$ cat src/design/mcfp_pkg.sv
// Shared types and constants of the motor command frame parser.
// Used by every module of the block but the port checker; depends on nothing else.
`default_nettype none

package mcfp_pkg;

	localparam int unsigned CHAR_W  = 8;
	localparam int unsigned POS_W   = 3;
	localparam int unsigned SPEED_W = 8;
	localparam int unsigned ANGLE_W = 6;

	// A frame holds exactly this many characters; the position counter stops here.
	localparam logic [POS_W-1:0] FRAME_LEN = 3'd7;
	localparam logic [POS_W-1:0] POS_LAST  = 3'd6;

	localparam logic [SPEED_W-1:0] SPEED_RESET = 8'd100;
	localparam logic [ANGLE_W-1:0] ANGLE_MAX   = 6'd45;

	localparam logic [CHAR_W-1:0] CH_0 = 8'h30;
	localparam logic [CHAR_W-1:0] CH_1 = 8'h31;
	localparam logic [CHAR_W-1:0] CH_4 = 8'h34;
	localparam logic [CHAR_W-1:0] CH_9 = 8'h39;
	localparam logic [CHAR_W-1:0] CH_F = 8'h46;
	localparam logic [CHAR_W-1:0] CH_B = 8'h42;
	localparam logic [CHAR_W-1:0] CH_L = 8'h4C;
	localparam logic [CHAR_W-1:0] CH_R = 8'h52;

	// Working state of the frame that is being received.
	typedef struct packed {
		logic [POS_W-1:0]   pos;
		logic               bad;
		logic [SPEED_W-1:0] speed;
		logic               anticw;
		logic [ANGLE_W-1:0] angle;
		logic               left;
	} work_t;

	// Motor settings as carried by a frame and as applied.
	typedef struct packed {
		logic [SPEED_W-1:0] speed;
		logic               anticw;
		logic [ANGLE_W-1:0] angle;
		logic               left;
	} settings_t;

endpackage

`default_nettype wire

$ cat src/design/mcfp_char_check.sv
// Per-position character check and decimal accumulation of one frame character.
// Purely combinational; uses mcfp_pkg.
`default_nettype none

module mcfp_char_check (
	input  wire logic [mcfp_pkg::CHAR_W-1:0] char_in,
	input  wire mcfp_pkg::work_t             work_cur,
	output mcfp_pkg::work_t                  work_next
);
	import mcfp_pkg::*;

	logic                is_dec;
	logic [3:0]          digit;
	logic [SPEED_W-1:0]  speed_x10;
	logic [ANGLE_W-1:0]  angle_x10;
	logic [ANGLE_W-1:0]  angle_sum;
	logic                ok;

	assign is_dec    = (char_in >= CH_0) && (char_in <= CH_9);
	assign digit     = char_in[3:0];
	// Multiply by ten as a sum of two shifts.
	assign speed_x10 = {work_cur.speed[SPEED_W-4:0], 3'b000}
		+ {work_cur.speed[SPEED_W-2:0], 1'b0};
	assign angle_x10 = {work_cur.angle[ANGLE_W-4:0], 3'b000}
		+ {work_cur.angle[ANGLE_W-2:0], 1'b0};
	assign angle_sum = angle_x10 + {2'b00, digit};

	always_comb begin
		work_next = work_cur;
		ok        = 1'b0;
		unique case (work_cur.pos)
			3'd0: begin
				ok = (char_in == CH_0) || (char_in == CH_1);
				if (ok) begin
					work_next.speed = {7'd0, char_in[0]};
				end
			end
			3'd1, 3'd2: begin
				ok = is_dec;
				if (ok) begin
					work_next.speed = speed_x10 + {4'd0, digit};
				end
			end
			3'd3: begin
				ok = (char_in == CH_F) || (char_in == CH_B);
				if (ok) begin
					work_next.anticw = (char_in == CH_F);
				end
			end
			3'd4: begin
				ok = (char_in >= CH_0) && (char_in <= CH_4);
				if (ok) begin
					work_next.angle = {2'b00, digit};
				end
			end
			3'd5: begin
				// Tens digit is at most four, so the sum never exceeds 49.
				ok = is_dec && (angle_sum <= ANGLE_MAX);
				if (ok) begin
					work_next.angle = angle_sum;
				end
			end
			3'd6: begin
				ok = (char_in == CH_L) || (char_in == CH_R);
				if (ok) begin
					work_next.left = (char_in == CH_L);
				end
			end
			default: begin
				ok = 1'b0;
			end
		endcase
		if (!ok) begin
			work_next.bad = 1'b1;
		end
		if (work_cur.pos != FRAME_LEN) begin
			work_next.pos = work_cur.pos + 3'd1;
		end
	end

endmodule

`default_nettype wire

$ cat src/design/mcfp_result_reg.sv
// Applied motor settings and the result register of the frame parser.
// Takes the finished frame's verdict and settings; uses mcfp_pkg.
`default_nettype none

module mcfp_result_reg (
	input  wire logic                clk,
	input  wire logic                arst_n,
	input  wire logic                take,
	input  wire logic                frame_ok,
	input  wire mcfp_pkg::settings_t frame_set,
	output logic                     out_free,
	output logic                     m_tvalid,
	input  wire logic                m_tready,
	output mcfp_pkg::settings_t      out_set,
	output logic                     out_ok
);
	import mcfp_pkg::*;

	settings_t applied_q;
	settings_t applied_next;
	settings_t out_set_q;
	logic      out_ok_q;
	logic      m_tvalid_q;

	assign out_free     = !m_tvalid_q || m_tready;
	assign applied_next = frame_ok ? frame_set : applied_q;

	always_ff @(posedge clk or negedge arst_n) begin
		if (!arst_n) begin
			applied_q  <= '{speed: SPEED_RESET, anticw: 1'b0, angle: '0, left: 1'b0};
			m_tvalid_q <= 1'b0;
		end else begin
			if (take) begin
				applied_q  <= applied_next;
				m_tvalid_q <= 1'b1;
			end else if (m_tready) begin
				m_tvalid_q <= 1'b0;
			end
		end
	end

	always_ff @(posedge clk) begin
		if (take) begin
			out_set_q <= applied_next;
			out_ok_q  <= frame_ok;
		end
	end

	assign m_tvalid = m_tvalid_q;
	assign out_set  = out_set_q;
	assign out_ok   = out_ok_q;

endmodule

`default_nettype wire

$ cat src/design/motor_command_frame_parser.sv
// Top level of the motor command frame parser: input register and working state.
// Instantiates mcfp_char_check and mcfp_result_reg; uses mcfp_pkg.
`default_nettype none

// Takes one ASCII character per transaction, s_tlast on the last one of a frame.
// A frame is valid when it is exactly seven characters long: speed 000..199,
// F or B, angle 00..45, L or R. Each character passes an input register and is
// checked and accumulated from there; a character with s_tlast gives one
// result transaction whose m_tuser is 1 for an accepted frame, and whose m_tdata
// carries the applied settings, which only an accepted frame updates. One
// character is taken every cycle while s_tready is high. s_tready drops only
// while a result waits in the output register and the next character in the
// input register ends a frame.
module motor_command_frame_parser (
	input  wire logic        clk,
	input  wire logic        arst_n,
	input  wire logic        s_tvalid,
	output logic             s_tready,
	input  wire logic [7:0]  s_tdata,  // [7:0] char_in
	input  wire logic        s_tlast,  // frame_end
	output logic             m_tvalid,
	input  wire logic        m_tready,
	// [7:0] dc_speed, [8] dc_anticlockwise, [14:9] step_angle, [15] step_left
	output logic [15:0]      m_tdata,
	output logic             m_tuser   // frame_ok
);
	import mcfp_pkg::*;

	logic              valid_s1;
	logic [CHAR_W-1:0] char_s1;
	logic              end_s1;
	work_t             work_q;
	work_t             work_next;
	logic              out_free;
	logic              advance;
	logic              take;
	logic              frame_ok;
	settings_t         frame_set;
	settings_t         out_set;

	mcfp_char_check u_check (
		.char_in   (char_s1),
		.work_cur  (work_q),
		.work_next (work_next)
	);

	// A frame-ending character needs room in the result register.
	assign advance  = valid_s1 && (!end_s1 || out_free);
	assign take     = advance && end_s1;
	assign s_tready = !valid_s1 || advance;

	assign frame_ok  = !work_next.bad && (work_q.pos == POS_LAST);
	assign frame_set = '{speed: work_next.speed, anticw: work_next.anticw,
		angle: work_next.angle, left: work_next.left};

	always_ff @(posedge clk or negedge arst_n) begin
		if (!arst_n) begin
			valid_s1 <= 1'b0;
			work_q   <= '0;
		end else begin
			if (s_tready) begin
				valid_s1 <= s_tvalid;
			end
			if (advance) begin
				work_q <= end_s1 ? '0 : work_next;
			end
		end
	end

	always_ff @(posedge clk) begin
		if (s_tready && s_tvalid) begin
			char_s1 <= s_tdata;
			end_s1  <= s_tlast;
		end
	end

	mcfp_result_reg u_result (
		.clk       (clk),
		.arst_n    (arst_n),
		.take      (take),
		.frame_ok  (frame_ok),
		.frame_set (frame_set),
		.out_free  (out_free),
		.m_tvalid  (m_tvalid),
		.m_tready  (m_tready),
		.out_set   (out_set),
		.out_ok    (m_tuser)
	);

	assign m_tdata = {out_set.left, out_set.angle, out_set.anticw, out_set.speed};

endmodule

`default_nettype wire

$ cat config.mk
export PLATFORM = sky130hd
export DESIGN_NAME = motor_command_frame_parser
export DESIGN_NICKNAME = d
export VERILOG_FILES = /design/src/design/mcfp_pkg.sv /design/src/design/mcfp_char_check.sv /design/src/design/mcfp_result_reg.sv /design/src/design/motor_command_frame_parser.sv
export SDC_FILE = /design/constraint.sdc
export NUM_CORES = 1
export LEC_CHECK = 0
export BUFFER_PORTS_ARGS = -buffer_cell sky130_fd_sc_hd__buf_4
export CORE_MARGIN = 4
export CORE_UTILIZATION = 29
export CTS_BUF_LIST = sky130_fd_sc_hd__clkbuf_8 sky130_fd_sc_hd__clkbuf_16
export CTS_CLUSTER_DIAMETER = 30
export CTS_CLUSTER_SIZE = 30
export DETAILED_ROUTE_END_ITERATION = 10
export GPL_TIMING_DRIVEN = 0
export SLEW_MARGIN = 5
export SYNTH_ARGS = -nofsm -noshare
export SYNTH_HDL_FRONTEND = slang
export SYNTH_SLANG_ARGS = --single-unit
export TNS_END_PERCENT = 10
$ cat constraint.sdc
create_clock -name clk -period 8.87 [get_ports clk]
set_clock_uncertainty 0.1 [all_clocks]
set_input_delay 0.887 -clock clk [delete_from_list [all_inputs] [get_ports clk]]
set_output_delay 0.887 -clock clk [all_outputs]
set_load 0.01 [all_outputs]
# Yosys cells after proc, flatten, opt, wreduce, memory -nomap -nowiden
# Cells that the tools add are included.
# word_totals
ram_bits,0
out_inout_bits,19
n_memories,0
input_bits,13
reg_bits,64
wordCells,80
mem_bits_ro,0
latch_bits,0
# classes
div_mod_pow,0
eq_ne,13
reduce_logical,22
n_bitwise,0
mul,0
mux,17
n_shift,0
n_addsub,5
magnitude_cmp,4
# op_table
operator,count
"8-bit by 7-bit == test with 1-bit output, second input constant",4
20-bit 2-to-1 mux,1
"8-bit by 6-bit == test with 1-bit output, second input constant",2
"8-bit by 6-bit <= comparator with 1-bit output, second input constant",2
16-bit 2-to-1 mux,1
8-bit 2-to-1 mux,2
8-bit case mux with 2 select lines,1
6-bit 2-to-1 mux,2
6-bit case mux with 2 select lines,1
"3-bit == test, second input constant",3
8-bit by 4-bit adder with 8-bit output,1
8-bit adder,1
"8-bit by 6-bit >= comparator with 1-bit output, second input constant",1
1-bit logical AND,7
1-bit 2-to-1 mux,7
6-bit by 4-bit adder with 6-bit output,1
6-bit adder,1
"3-bit by 2-bit == test with 1-bit output, second input constant",2
"6-bit <= comparator, second input constant",1
1-bit logical OR,6
1-bit case mux with 6 select lines,1
1-bit logical NOT,4
2-bit nonzero test,2
"3-bit by 1-bit adder with 3-bit output, second input constant",1
other kinds (6),6

# Depth between registers and ports, before layout
# Gate-level depths: netlist of run 1.
# depth
ltp_word,9
ltp_mapped,11
mapped_depth_nobuf,10

# By module
# A second synthesis of run 1 with hierarchy kept.
# unflattened
cells_unflattened,259
hier_area_um2,3478.3
# modules_own_cells
mod,cells_each,seq_area_each_um2,area_each_um2,instances
mcfp_result_reg,72,939.7,1391.3,1
motor_command_frame_parser,62,795.8,1044.8,1
mcfp_char_check,125,0.0,1042.2,1

# Worst setup path after synthesis of run 1
# Ideal clock, no wire load.
# synth_timing
path_kind,reg-to-reg
from,register char_s1[3]
to,"register u_result.out_set_q, in the netlist u_result.out_set[12] (data pin)"
n_path_buf,2
arrival_time_ns,3.192
path_stages_with_launch,10
period_less_slack_ns,3.552
slack_ns,5.318
setup_ns,0.260
required_ns,8.510
path_cell_list,edfxtp_1 > fa_1 > fa_1 > and3_1 > o2111a_4 > nor4b_4 > o31a_1 > buf_6 > buf_12 > mux2_4
# synth_rtl
element,line,text
start: declaration,motor_command_frame_parser.sv:30,logic [CHAR_W-1:0] char_s1;
start signal: assignment,motor_command_frame_parser.sv:72,char_s1 <= s_tdata;
end signal: assignment,mcfp_result_reg.sv:44,out_set_q <= applied_next;
end: declaration,mcfp_result_reg.sv:21,settings_t out_set_q;

==> metrics, run 1 <==
status=completed; Netlist cell types=57; crit share post-route=43.8%; clock sinks=64; WL per Instance=15.4 microns; async set or reset register ratio after synthesis=59.4%; TritonCTS clock tree=built; Static Leakage=1.85 nW; relative slew slack=43.8%; Fill cells=1210; routability cong.=0.886; Avg Synthesized Cell Area=11.8 sq um; DRT Wirelength=7660 microns; Fmax=0.257 GHz; PwrDens=167 nW/um^2; die height=119 microns; count leader, synth=dfrtp_1; flip-flop and latch area=1740 sq um; row count=40; r2r setup slk=4980 ps; syn_nets=342; Hold Path End=u_result.applied_q[14]; setup TNS=0 ps; synthesized cell area=3570 sq um; CP Max Fanout=10; htree depth=3; Critical Path AT=3860 ps; Clk Latency, worst-skew pair=320 ps; DRT Pass-1 Iters=4; clk buf depth=2; Yosys reg bits=64; Root Buffer=clkbuf_16; Finished Cell Area=4270 sq um; critical path data required time=8840 ps; critical path type=reg2reg; RSZ-0062 raised after global routing=no; Clock Pin Slew Worst Setup and Hold Paths=50 ps; global-route wire length before repair=12800 microns; Reg-to-Reg Start=char_s1[3]; post-synthesis sequential area ratio=48.6%; Initial Utilization=29.7%; number of global-route vias before repair=2523; routed vias=2471; TritonCTS Buffers=9; Port Buf Inserts=31; GRT Total Usage=11.3%; Hold-fix buffers, CTS=0; die footprint=14100 sq um; largest net degree at the start of global routing=39; final setup violating endpoints=0; YS warnings=0; Post-CTS Setup Bufs=0; Worst Tran Pin Value=831 ps; share of the synthesized area in the top cell type=24.5%; min-delay src=u_result.applied_q[14]; footprint of the multi-input gates=1720 sq um; Yosys top cell by area=dfrtp_1; Synth Flop Type=dfrtp_1; DR DRC count=0; r2r endpoint=u_result.out_set[12]; Post-Place Setup Slack=5020 ps; # IOs=32; area grow syn2layout=19.6%; Ant. Diodes=0; layout cells sized above 1=22.8%; Fin. Hold Viols=0; ranking of synthesized cells by area=dfrtp_1, edfxtp_1, ha_1; cell count after synthesis=303; Worst Hold Class=reg2reg; DR iter-0 viols=91; gr ovfl total=0; number of enable flip-flop cells after synthesis=26; CORE AREA=12000 sq um; Min Clock Period, post-route=3890 ps; Detail Route Antenna Nets=0; worst vdd ir=0.0943 mV; initial antenna violation count=0; max-cap viol count=0; number of cells on the worst hold path=2; crit end category=flip-flop; Reg2Reg Depth=9; Max Slew Vio Count=0; area of placed instances=4000 sq um; Layout Nets=385; final worst slack=4980 ps; die width=119 microns; startpoint types=flip-flop; Post-synth top cells=dfrtp_1, nand2_1, edfxtp_1; via/cell ratio=4.96; post-cts sizing count=0; hpwl dp=5600 microns
==> final cells by class <==
class / count / area share, %
Buffer: 9 / 1.76
Tap cell: 147 / 4.31
Multi-Input combinational cell: 218 / 40.2
Clock inverter: 7 / 0.967
Sequential cell: 64 / 40.7
Clock buffer: 9 / 5.28
Timing Repair Buffer: 32 / 5.80
Inverter: 12 / 1.06
==> through the flow <==
step	instances	total power, mW	util, %	hold WS (ps)
CTS	498	0.722	35.5	383
floorplan	303	0.376	-	349
global route	498	0.742	35.5	395
finish	498	0.713	35.5	381
detailed placement	482	0.404	33.3	371
global placement	481	0.402	33.2	362
==> logic make-up after synthesis <==
kind of cell    count (synthesis)  share of synthesized area, %
compound gates                 89                          18.1
xor+xnor                       10                          2.91
fa+ha+maj                      26                          9.96
buf+inv                        21                          3.37
flops                          64                          48.6
simple gates                   75                          11.0
mux                            18                          6.00
==> power by group <==
group,switching (mW),internal (mW)
Clock,0.128,0.186
Sequential,0.0101,0.320
Combinational,0.0407,0.0285
Total,0.179,0.534
==> routing by layer <==
layer	up-vias	part of all wire, %	wire [microns]	global-route usage [%]
li1	1220	-	-	-
met1	1171	50	3800	15.1
met2	70	44	3400	18.0
met3	10	4.9	379	2.94
met4	0	1.0	78	3.40
met5	-	0	0	0
==> critical path, stage by stage, from the launching register on <==
cell      delay [ps]
edfxtp_1         590
fa_1             600
fa_1             560
and3_1           220
o2111a_4         290
nor4b_4          460
o31a_1           230
buf_6            150
buf_12           130
mux2_4           290
==> placed cells by master, fill, tap and decap left out, types with 6 or more instances in the layout <==
master | synthesis | layout
a21oi_1 | 19 | 19
a22o_1 | 9 | 9
a22oi_1 | 6 | 6
buf_4 | 0 | 31
clkbuf_16 | 0 | 9
dfrtp_1 | 35 | 35
edfxtp_1 | 26 | 26
ha_1 | 22 | 22
inv_1 | 12 | 14
mux2_2 | 11 | 11
nand2_1 | 29 | 29
nor2_1 | 19 | 18
o21ai_0 | 22 | 22
xnor2_1 | 8 | 8
==> how the worst max path moves through the flow <==
stage / start / to
3_5_place_dp: char_s1[3] / u_result.out_set[12]
3_3_place_gp: char_s1[3] / u_result.out_set[8]
6_report: char_s1[3] / u_result.out_set[12]
5_1_grt: char_s1[3] / u_result.out_set[12]
4_1_cts: char_s1[3] / u_result.out_set[12]
2_1_floorplan: char_s1[3] / u_result.out_set[12]
==> sequential cells by signal, summed over array words and instances, names as in the netlist <==
signal              flops
u_result.out_ok         1
end_s1                  1
char_s1                 8
u_result.out_set       16
u_result.applied_q     16
valid_s1                1
work_q                 20
u_result.m_tvalid       1
Note: power is estimated with default switching activity, not from simulation.
==> run 2: changes to the inputs <==
- ABC_AREA: not set -> 1
- clock period: 8.87 -> 3.5 ns (I/O delays scaled with it)
==> run 2 against run 1 <==
Against the previous run: sequential share of layout area decreased by 2.3 points; wire length increased by 13%; setup slack got worse by 4700 ps; count of clock-buffer cells in the layout increased by 1; global-route usage increased by 1.6 points; non-clock buffer count decreased by 2; final cell count increased by 36%; worst hold slack got worse by 290 ps; sequential power increased to 2.6 times the previous value; synthesized cell count increased by 50%; largest power group unchanged.
==> metrics, run 2 <==
Top reg by flops=work_q; status=completed; most common cell after layout, fill and taps aside=nand2_1; row count=41; number of global-route vias before repair=3117; critical path data required time=3490 ps; routed vias=3107; Layout Nets=537; final setup violating endpoints=0; Fin. Hold Viols=0; RSZ-0062 raised after global routing=no; DR iter-0 viols=154; Post-CTS Setup Bufs=0; crit share post-route=90.5%; Fill cells=1314; Worst Hold Class=in2reg; Clk Latency, worst-skew pair=330 ps; crit end category=flip-flop; YS warnings=0; largest net degree at the start of global routing=39; Avg Synthesized Cell Area=8.31 sq um; clock sinks=64; CORE AREA=12700 sq um; share of the synthesized area in the top cell type=23.2%; clk buf depth=2; Critical Path AT=3150 ps; Static Leakage=2.22 nW; GRT Total Usage=12.9%; Port Buf Inserts=31; Yosys reg bits=64; Hold Slack=94.6 ps; TritonCTS clock tree=built; layout cells sized above 1=14.3%; PwrDens=427 nW/um^2; number of enable flip-flop cells after synthesis=26; relative slew slack=61.3%; routability cong.=0.815; Detail Route Antenna Nets=0; count leader, synth=nand2_1; area grow syn2layout=19.8%; Max Slew Vio Count=0; CP Max Fanout=10; global-route wire length before repair=14900 microns; most frequent cells in the layout=nand2_1, inv_1, nand3_1; final worst slack=332 ps; setup TNS=0 ps; hpwl dp=6600 microns; Initial Utilization=29.8%; post-synthesis sequential area ratio=45.9%; Worst Tran Pin Value=581 ps; die footprint=14900 sq um; Reg2Reg Depth=12; Netlist cell types=36; Yosys top cell by area=dfrtp_1; die width=122 microns; Root Buffer=clkbuf_16; # IOs=32; TritonCTS Buffers=9; worst vdd ir=0.265 mV; startpoint types=flip-flop; via/cell ratio=4.60; Post-synth top cells=nand2_1, inv_1, nand3_1; Fmax=0.316 GHz; ranking of synthesized cells by area=dfrtp_1, edfxtp_1, nand2_1; Ant. Diodes=0; DR DRC count=0; Post-Place Setup Slack=259 ps; DRT Wirelength=8650 microns; initial antenna violation count=0; DRT Pass-1 Iters=5; cell count after synthesis=455; Min Clock Period, post-route=3170 ps; htree depth=3; WL per Instance=12.8 microns; number of cells on the worst hold path=1; syn_nets=494; critical path type=reg2reg; Synth Flop Type=dfrtp_1; gr ovfl total=0; Clock Pin Slew Worst Setup and Hold Paths=50 ps; async set or reset register ratio after synthesis=59.4%; die height=122 microns; max-cap viol count=0; max reg flops=20; synthesized cell area=3780 sq um; post-route core utilization=35.7%
## run 2: changes by cell type after synthesis, moves of 5 or more
cell,previous run,this run
nand2_2,0,5
mux2_2,11,0
nand4_1,0,5
and2_1,1,9
xnor2_1,8,2
nand2_1,29,128
inv_1,12,67
a21oi_1,19,7
o22ai_1,1,11
nand3_1,4,54
a22o_1,9,0
## run 2: cells by family after synthesis
group,count (synthesis),share of synthesized area [%]
AO/OA/AOI/OAI,52,8.04
flip-flops,64,45.9
adder cells (fa/ha/maj),26,9.40
XOR/XNOR,4,0.927
AND/OR/NAND/NOR,229,27.2
buffers and inverters,80,8.54
## run 2: area by class of cell
class                      count  area (sq um)  share of cell area (%)
clock buffer                  10           250                    5.53
sequential                    64          1740                    38.3
inverter                      73           277                    6.11
tap                          172           215                    4.75
timing repair buffer          32           243                    5.36
multi-input combinational    311          1730                    38.2
buffer                         7          46.3                    1.02
clock inverter                 6          32.5                   0.718
## run 2: final timing paths
kind	startpoint	end	slack, ps
setup / recovery	char_s1[3]	u_result.out_set[14]	330
hold / removal	s_tdata[3]	char_s1[3]	90
setup reg to reg	char_s1[3]	u_result.out_set[14]	330
hold reg to reg	u_result.applied_q[10]	u_result.applied_q[10]	370
max in group asynchronous	arst_n	u_result.applied_q[13]	2480
min in group asynchronous	arst_n	u_result.applied_q[7]	440
## run 2: where the power goes
| group | switching, mW | internal (mW) |
|---|---|---|
| combinational | 0.156 | 0.0820 |
| clock | 0.322 | 0.515 |
| sequential | 0.0275 | 0.831 |
| total | 0.506 | 1.43 |
## run 2: repair_timing
action | 4_1_cts | 5_1_grt
gates resized for setup | 0 | 1
endpoints found under the setup margin | 0 | 1
endpoints found under the hold margin | 35 | 0
hold buffers | 1 | 0
## run 2: routing by layer
metal  global-route usage (%)  routed length [microns]  share of wire, %  vias to the layer above
li1                         -                        -                 -                     1569
met1                     16.0                     3980                46                     1466
met2                     21.6                     4130                48                       61
met3                     3.39                      396               4.6                       11
met4                     4.62                      142               1.6                        0
met5                        0                        0                 0                        -
## run 2: metrics by stage
stage	area, sq um	instances	power, mW
2_1_floorplan	3780	455	1.02
3_3_place_gp	4230	658	1.10
3_5_place_dp	4230	658	1.11
4_1_cts	4520	675	1.96
5_1_grt	4530	675	2.04
6_report	4530	675	1.93
## run 2: critical path: stages (launching register included)
cell and delay, ps:
edfxtp_1 530, fa_1 570, fa_1 480, xnor2_2 200, nand2_1 90, nand3_2 130, nand3_1 130, nand2_4 120
nand3_4 120, inv_4 110, buf_6 150, nand2_2 60, and2_1 140
